===== src/hdl/bba_pkg.sv =====
// bba_pkg: shared types and constants of the bitmap block allocator.
// Field widths, request kinds, config register indexes, controller and status types.
// No dependencies.
package bba_pkg;

	// field widths
	localparam int BLK_W      = 12;
	localparam int CNT_W      = 13;
	localparam int KIND_W     = 2;
	localparam int CFG_IDX_W  = 2;
	localparam int CFG_DATA_W = 13;

	// map word geometry: 32 used bits per memory row
	localparam int BIT_W     = 5;
	localparam int WORD_BITS = 1 << BIT_W;

	// default volume size
	localparam int MAX_BLOCKS_DEF = 4096;

	// request kinds
	localparam logic [KIND_W-1:0] KIND_ALLOC = 2'd0;
	localparam logic [KIND_W-1:0] KIND_FREE  = 2'd1;
	localparam logic [KIND_W-1:0] KIND_MARK  = 2'd2;

	// config register indexes
	localparam logic [CFG_IDX_W-1:0] CFG_FIRST_DATA = 2'd0;
	localparam logic [CFG_IDX_W-1:0] CFG_BLOCK_CNT  = 2'd1;
	localparam logic [CFG_IDX_W-1:0] CFG_FREE_LOAD  = 2'd2;

	// controller states
	typedef enum logic [1:0] {
		ST_IDLE,
		ST_SCAN,
		ST_RMW,
		ST_COMMIT
	} bba_state_t;

	// controller to datapath
	typedef struct packed {
		logic start;   // request transfer, latch it
		logic scan;    // read next map word of the allocate scan
		logic rmw_rd;  // read the map word of the request block
		logic commit;  // write map, update counter, load result
	} bba_cmd_t;

	// datapath to controller
	typedef struct packed {
		logic empty;   // scan range is empty
		logic s1_vld;  // read data valid this cycle
		logic hit;     // read word holds a free block in range
		logic last;    // read word is the last one of the range
	} bba_sts_t;

endpackage


===== src/hdl/bba_ctrl.sv =====
// bba_ctrl: controller state machine of the allocator.
// Sequences scan, read-modify-write and commit; owns result valid. Depends on bba_pkg.
module bba_ctrl (
	input  logic                        clk,
	input  logic                        arst_n,
	input  logic                        in_valid,
	output logic                        in_ready,
	input  logic [bba_pkg::KIND_W-1:0]  in_kind,
	output logic                        out_valid,
	input  logic                        out_ready,
	input  bba_pkg::bba_sts_t           sts,
	output bba_pkg::bba_cmd_t           cmd
);

	bba_pkg::bba_state_t state_q, state_nxt;
	logic                out_valid_q;
	logic                out_free;

	// state register
	always_ff @(posedge clk or negedge arst_n) begin
		if (!arst_n) begin
			state_q <= bba_pkg::ST_IDLE;
		end else begin
			state_q <= state_nxt;
		end
	end

	// next state and commands
	always_comb begin
		state_nxt = state_q;
		cmd       = '0;
		in_ready  = 1'b0;
		out_free  = !out_valid_q || out_ready;
		case (state_q)
			bba_pkg::ST_IDLE: begin
				in_ready = 1'b1;
				if (in_valid) begin
					cmd.start = 1'b1;
					if (in_kind == bba_pkg::KIND_ALLOC) begin
						state_nxt = sts.empty ? bba_pkg::ST_COMMIT : bba_pkg::ST_SCAN;
					end else if (in_kind inside {bba_pkg::KIND_FREE, bba_pkg::KIND_MARK}) begin
						state_nxt = bba_pkg::ST_RMW;
					end else begin
						state_nxt = bba_pkg::ST_COMMIT;
					end
				end
			end
			bba_pkg::ST_SCAN: begin
				cmd.scan = 1'b1;
				if (sts.s1_vld && (sts.hit || sts.last)) begin
					state_nxt = bba_pkg::ST_COMMIT;
				end
			end
			bba_pkg::ST_RMW: begin
				cmd.rmw_rd = 1'b1;
				state_nxt  = bba_pkg::ST_COMMIT;
			end
			bba_pkg::ST_COMMIT: begin
				if (out_free) begin
					cmd.commit = 1'b1;
					state_nxt  = bba_pkg::ST_IDLE;
				end
			end
			default: begin
				state_nxt = bba_pkg::ST_IDLE;
			end
		endcase
	end

	// result valid: set on commit, cleared when taken
	always_ff @(posedge clk or negedge arst_n) begin
		if (!arst_n) begin
			out_valid_q <= 1'b0;
		end else if (cmd.commit) begin
			out_valid_q <= 1'b1;
		end else if (out_ready) begin
			out_valid_q <= 1'b0;
		end
	end

	assign out_valid = out_valid_q;

	// a commit always presents a result in the next cycle
	a_commit_shows: assert property (@(posedge clk) disable iff (!arst_n)
		cmd.commit |=> out_valid_q)
		else $error("commit did not present a result");

	// read data arrives every scan cycle after the first
	a_scan_stream: assert property (@(posedge clk) disable iff (!arst_n)
		(state_q == bba_pkg::ST_SCAN && $past(state_q) == bba_pkg::ST_SCAN) |-> sts.s1_vld)
		else $error("scan read data missing");

	// an accepted request always leaves idle
	a_accept_busy: assert property (@(posedge clk) disable iff (!arst_n)
		(in_valid && in_ready) |=> state_q != bba_pkg::ST_IDLE)
		else $error("request accepted but controller stayed idle");

endmodule


===== config.mk =====
export PLATFORM = sky130hd
export DESIGN_NAME = bba_ctrl
export DESIGN_NICKNAME = d
export VERILOG_FILES = /design/src/hdl/bba_pkg.sv /design/src/hdl/bba_ctrl.sv
export SDC_FILE = /design/constraint.sdc
export NUM_CORES = 1
export LEC_CHECK = 0
export ABC_AREA = 1
export BUFFER_PORTS_ARGS = -buffer_cell sky130_fd_sc_hd__buf_4
export CORE_AREA = 2 2 39 41
export DETAILED_ROUTE_END_ITERATION = 7
export DIE_AREA = 0 0 41 43
export SLEW_MARGIN = 20
export SYNTH_ARGS = -nofsm -noshare
export SYNTH_HDL_FRONTEND = slang
export SYNTH_SLANG_ARGS = --single-unit

===== constraint.sdc =====
create_clock -name clk -period 1.35 [get_ports clk]
set_input_delay 0 -clock clk [delete_from_list [all_inputs] [get_ports clk]]
set_output_delay 0 -clock clk [all_outputs]
set_load 0.03 [all_outputs]

==> impl_results.md, run 1 <==
* Status: completed
* Comb power frac at 66.3%
* RSZ-0062 raised after global routing: false
* Synth unique cells at 10
* Final Hold Fails at 0
* Vias in the first global route at 215
* Core box area at 0.00138 sq mm
* CTS buffer count at 3
* Max stage delay on crit path at 400 ps
* Vias at 283
* Antenna cells at 0
* Routed WL at 502 microns
* Row count at 14
* DRT antenna net count at 0
* DR top layer: met3
* H-tree levels at 1
* Initial antenna violation count at 0
* Setup TNS at 0 ps
* Max_cap viols at 0
* Syn nets at 57
* Routed wl met3 at 41 microns
* Seq pwr share at 18.4%
* CP max stage cell: dfrtp_1
* Die height at 43 microns
* Num ports at 16
* Switch share at 48.8%
* Initial detailed-routing violation count at 2
* Pleak at 0.284 nW
* Worst-Skew Late Latency at 230 ps
* CTS tree: built
* Share of cells above drive strength 1 at 37.7%
* Setup repair bufs after CTS at 0
* Largest net degree at the start of global routing at 5
* DR WL/cell at 6.52 microns
* Pins Over Slew Limit at 0
* Worst EP required at 1350 ps
* Net Sw Power at 0.000485 W
* Bufs on Longest Clock Path at 2
* Tmin final at 1180 ps
* WP buf/inv at 3
* Final Skew at 1.45 ps
* Seq/Total Area, Yosys at 26.2%
* WL met2 at 232 microns
* Final core occ at 32.9%
* Initial Utilization at 20.7%
* CP Cell Sequence: inv_1, ha_1, nand2_1, inv_1, buf_4
* Post-DP HPWL at 446 microns
* Aggregate global routing overflow at 0
* RePlAce Congestion at 0.713
* Final setup vio count at 0
* CP top delay family: flip-flops
* Setup Crit Path Kind: reg2out
* Die W at 41 microns
* Synthesized flop and latch total at 3
* R2R setup slack at 190 ps
* Pwr dens at 2180 mW/mm^2
* Critical Path Fanout Max at 4
* Mapped Avg Cell Area at 6.99 sq um
* Final nets at 78
* DR pass1 iterations at 2
* Slew margin rel. at 91.4%
* First-pass GRT wire length at 745 microns
* Synth warn at 0
* Syn-to-layout area delta at 59.0%
* Clk root buf: clkbuf_4
* Setup crit start kind: register
* All-Layer GR Usage at 6.64%
* Highest clock rate at 848 MHz
* Drt drc at 0
* Vias per cell at 3.68
* Worst hold path class: in2reg
* VDD IR max at 0.638 mV
* Syn Inst Count at 41
* I/O Buffers at 15
* Internal power at 0.000509 W
* Clk pwr share at 15.3%
* Most frequent CP cell: inv_1
* Period utilization at 87.3%
* Worst-margin pin slew at 127 ps
* Reg clk slew, reported paths at 30 ps
* Synthesized area at 287 sq um
* Met1 WL at 228 microns
* Die footprint at 0.00176 sq mm
* Worst EP arrival at 1180 ps
* Crit end category: output port
* CTS sink count at 3
-- through the flow --
step | total power (W) | instance area [sq um] | worst slack, ps | hold slack [ps] | std cells
final | 0.000994 | 455 | 171 | 17.7 | 77
after global routing | 0.00111 | 455 | 60.7 | 16.6 | 77
after CTS | 0.00102 | 455 | 150 | 10.1 | 77
after detailed placement | 0.000852 | 419 | 169 | -209 | 72
after global placement | 0.000846 | 419 | 197 | -209 | 72
after floorplan | 0.000661 | 287 | 82.8 | -296 | 41
-- worst register-to-register path, stage by stage, from the launching register on --
cell and delay [ps]:
dfrtp_1 380, inv_1 90, ha_1 300, nand2_1 80
o21ai_0 70, nand3_1 80, nand2_1 50
-- area by class of cell --
class | count | area (sq um)
fillers | 161 | 928
multi-input cells | 27 | 170
repair buffers | 16 | 123
flip-flops and latches | 3 | 75.1
inverters | 11 | 41.3
clock buffers | 4 | 26.3
well taps | 16 | 20.0
-- synth_stat cells --
cell     count  area share (%)
a21oi_1      1             1.7
dfrtp_1      3              26
ha_1         6              26
inv_1        9              12
inv_2        2             2.6
nand2_1     13              17
nand2_2      2             4.4
nand3_1      3             5.2
o21ai_0      1             1.7
o21ai_2      1             3.1
-- final timing paths --
path	from	endpoint	cells past startpoint
min in group asynchronous	arst_n	out_valid	2
worst max-delay path	state_q[1]	cmd[3]	5
max in group asynchronous	arst_n	state_q[0]	2
worst min-delay path	out_ready	out_valid	4
worst min register to register	out_valid	out_valid	2
worst max register to register	state_q[0]	state_q[0]	6
-- flip-flops by register name, indices dropped and copies added, names as in the netlist --
| signal | count |
|---|---|
| out_valid | 1 |
| state_q | 2 |
-- power groups by stage --
| stage | sequential [W] | clock (W) | combinational (W) |
|---|---|---|---|
| floorplan | 0.000202 | 0 | 0.000459 |
| global placement | 0.000182 | 0 | 0.000664 |
| detailed placement | 0.000186 | 0 | 0.000666 |
| CTS | 0.000185 | 0.000162 | 0.000671 |
| global route | 0.000189 | 0.000173 | 0.000745 |
| finish | 0.000183 | 0.000152 | 0.000659 |
-- cells by family after synthesis --
kind of cell    count (synthesis)  share of synthesized area (%)
compound gates                  3                           6.55
fa+ha+maj                       6                           26.2
buf+inv                        11                           14.4
flops                           3                           26.2
simple gates                   18                           26.6
-- layout by cell type, fill, tap and decap left out --
cell type	count
nand3_1	3
o21ai_0	1
a21oi_1	1
o21ai_2	1
clkbuf_4	3
dfrtp_1	3
buf_4	15
clkbuf_1	1
ha_1	6
nand2_2	2
nand2_1	13
dlygate4sd3_1	1
inv_1	9
inv_2	2
-- timing repair --
item                                   in CTS  in global routing
resized for setup                           0                  0
hold buffers                                1                  0
endpoints found under the hold margin       3                  0
-- layer usage --
layer	vias up	GRT usage (%)
met1	115	7.44
met2	9	8.75
met4	0	6.00
met3	0	3.14
met5	-	0
li1	159	-
Note: power is estimated with default switching activity, not from simulation.
==> run 2: changes to the inputs <==
--- a/config.mk
+++ b/config.mk
@@ -5,7 +5,6 @@
 export SDC_FILE = /design/constraint.sdc
 export NUM_CORES = 1
 export LEC_CHECK = 0
-export ABC_AREA = 1
 export BUFFER_PORTS_ARGS = -buffer_cell sky130_fd_sc_hd__buf_4
 export CORE_AREA = 2 2 39 41
 export DETAILED_ROUTE_END_ITERATION = 7
==> impl_results.md, run 2 <==
* Synth unique cells at 13 (+3)
* CP top delay family: flip-flops
* Worst-Skew Late Latency at 230 ps (about the same)
* Bufs on Longest Clock Path at 2 (unchanged)
* Pleak at 0.242 nW (-15%)
* CP max stage cell: dfrtp_2
* Commonest non-fill, non-tap cell in the layout: buf_4
* Syn Inst Count at 27 (-34%)
* Smallest hold slack at 45.5 ps (+27.9 ps)
* Die height at 43 microns (unchanged)
* DRT antenna net count at 0 (unchanged)
* Worst EP arrival at 1540 ps (+360 ps)
* CTS tree: built
* Seq/Total Area, Yosys at 28.7% (+2.5 points)
* Max stage delay on crit path at 440 ps (+40 ps)
* RePlAce Congestion at 0.691 (-3.0%)
* Syn-to-layout area delta at 87.6%
* Critical Path Fanout Max at 3 (-1)
* VDD IR max at 0.650 mV (+1.9%)
* Max reg flops at 2 (unchanged)
* Pins Over Slew Limit at 0 (unchanged)
* Setup Crit Path Kind: reg2reg
* Worst-margin pin slew at 274 ps (+146 ps)
* Synth warn at 0 (unchanged)
* Layout fillers at 143 (-11%)
* Share of cells above drive strength 1 at 61.2% (+24 points)
* DR pass1 iterations at 5 (+3)
* Worst hold path class: in2reg
* H-tree levels at 1 (unchanged)
* Top post-synthesis cells by area: dfrtp_1 (29%), ha_1 (29%), mux2i_1 (11%), inv_1 (7.2%), and2_1 (4.8%)
* Period utilization at 104% (+16 points)
* Yosys top cell by area: dfrtp_1
* Most frequent cell after synthesis: ha_1
* Tmin final at 1400 ps (+222 ps)
* Final worst slack at -51.0 ps (-222 ps)
* Setup crit start kind: register
* Initial antenna violation count at 0 (unchanged)
* Row count at 14 (unchanged)
* Reg with most FFs: state_q
* Vias at 255 (-9.9%)
* Status: finished, violations left
* Initial detailed-routing violation count at 2 (unchanged)
* CTS buffer count at 3 (unchanged)
* Vias per cell at 3.92 (+6.7%)
* Aggregate global routing overflow at 0 (unchanged)
* Highest clock rate at 714 MHz (-16%)
* Post-synth top area share at 28.7% (+2.5 points)
* Drt drc at 0 (unchanged)
* CP Cell Sequence: ha_4, a222oi_1, buf_4, mux2i_2
* CTS sink count at 3 (unchanged)
* First-pass GRT wire length at 779 microns (+4.6%)
* RSZ-0062 raised after global routing: true
* Slew margin rel. at 81.7% (-9.7 points)
* Mapped Avg Cell Area at 9.69 sq um (+39%)
* Die W at 41 microns (unchanged)
* Final Hold Fails at 0 (unchanged)
* Max_cap viols at 0 (unchanged)
* Die footprint at 0.00176 sq mm (unchanged)
* Initial Utilization at 18.9% (-1.8 points)
* Vias in the first global route at 222 (+3.3%)
* Synthesized area at 262 sq um (-8.7%)
* Setup TNS at -74.2 ps (-74.2 ps)
* Asr flop ratio synth at 100% (unchanged)
* WP buf/inv at 1 (-2)
* Top_reg_cell synth: dfrtp_1
* Syn nets at 43 (-25%)
* Routed WL at 530 microns (+5.6%)
* Largest net degree at the start of global routing at 5 (unchanged)
* Antenna cells at 0 (unchanged)
* Reg clk slew, reported paths at 40 ps (about the same)
* Final nets at 66 (-15%)
* EDFF count, synth at 0 (unchanged)
* Overall Power at 0.00113 W (+14%)
* Core box area at 0.00138 sq mm (unchanged)
* Final setup vio count at 2 (+2)
* Pwr dens at 2310 mW/mm^2 (+5.8%)
* Post-DP HPWL at 458 microns (+2.7%)
* Crit end category: register
* Clk root buf: clkbuf_4
* DR WL/cell at 8.15 microns (+25%)
* Worst EP required at 1490 ps (+140 ps)
* Failing checks: setup timing
* Num ports at 16 (unchanged)
* Synth cell count leaders: ha_1 (6), inv_1 (5), dfrtp_1 (3), mux2i_1 (3), and2_1 (2)
* Synthesized flop and latch total at 3 (unchanged)
* All-Layer GR Usage at 6.63% (-0.013 points)
* I/O Buffers at 15 (unchanged)
* Final Skew at 0.0117 ps (-1.44 ps)
run 2: layout make-up:
type | count | area (sq um) | area share, %
Inverter | 6 | 23.8 | 4.85
Clock buffer | 4 | 26.3 | 5.36
Multi-Input combinational cell | 18 | 204 | 41.6
Sequential cell | 3 | 78.8 | 16.1
Timing Repair Buffer | 18 | 138 | 28.1
Tap cell | 16 | 20.0 | 4.08
run 2: final timing paths:
check | slack [ps] | from | cells past startpoint | end
setup / recovery | -50 | state_q[0] | 4 | state_q[1]
hold / removal | 50 | out_ready | 3 | out_valid
setup reg to reg | -50 | state_q[0] | 4 | state_q[1]
hold reg to reg | 650 | out_valid | 2 | out_valid
max in group asynchronous | 1150 | arst_n | 2 | state_q[0]
min in group asynchronous | 100 | arst_n | 2 | state_q[1]
run 2: repair_timing:
action	in CTS	in global routing
pin swaps	0	2
hold buffers	1	0
buffers inserted	1	0
hold endpoints to repair	3	0
resized for setup	0	4
endpoints found under the setup margin	2	2
run 2: tightest hold or removal path: cells and delay by family:
kind                   cells  cell delay (ps)
buffers and inverters      1               80
AND/OR/NAND/NOR            2              150
run 2: stage by stage:
step | instance area, sq um | util (%) | setup slack (ps) | std cells
after floorplan | 290 | - | -11.8 | 27
after global placement | 430 | 31.1 | -1.24 | 59
after detailed placement | 430 | 31.1 | -61.9 | 59
after CTS | 474 | 34.3 | -74.4 | 65
after global routing | 490 | 35.4 | -149 | 65
final | 490 | 35.4 | -51.0 | 65
run 2: power breakdown:
| group | internal, W | switching, W |
|---|---|---|
| combinational | 0.000360 | 0.000404 |
| clock | 0.000111 | 0.0000442 |
| sequential | 0.000150 | 0.0000632 |
| total | 0.000621 | 0.000511 |
run 2: routing by layer:
layer / global-route usage, % / part of all wire (%)
met3: 4.71 / 12
met2: 9.69 / 47
met5: 0 / 0
met4: 2.00 / 0
met1: 7.40 / 41
run 2: logic make-up after synthesis:
group | share of synthesized area (%)
AO/OA/AOI/OAI | 8.13
adder cells (fa/ha/maj) | 28.7
buffers and inverters | 9.09
flip-flops | 28.7
multiplexers | 11.5
AND/OR/NAND/NOR | 13.9
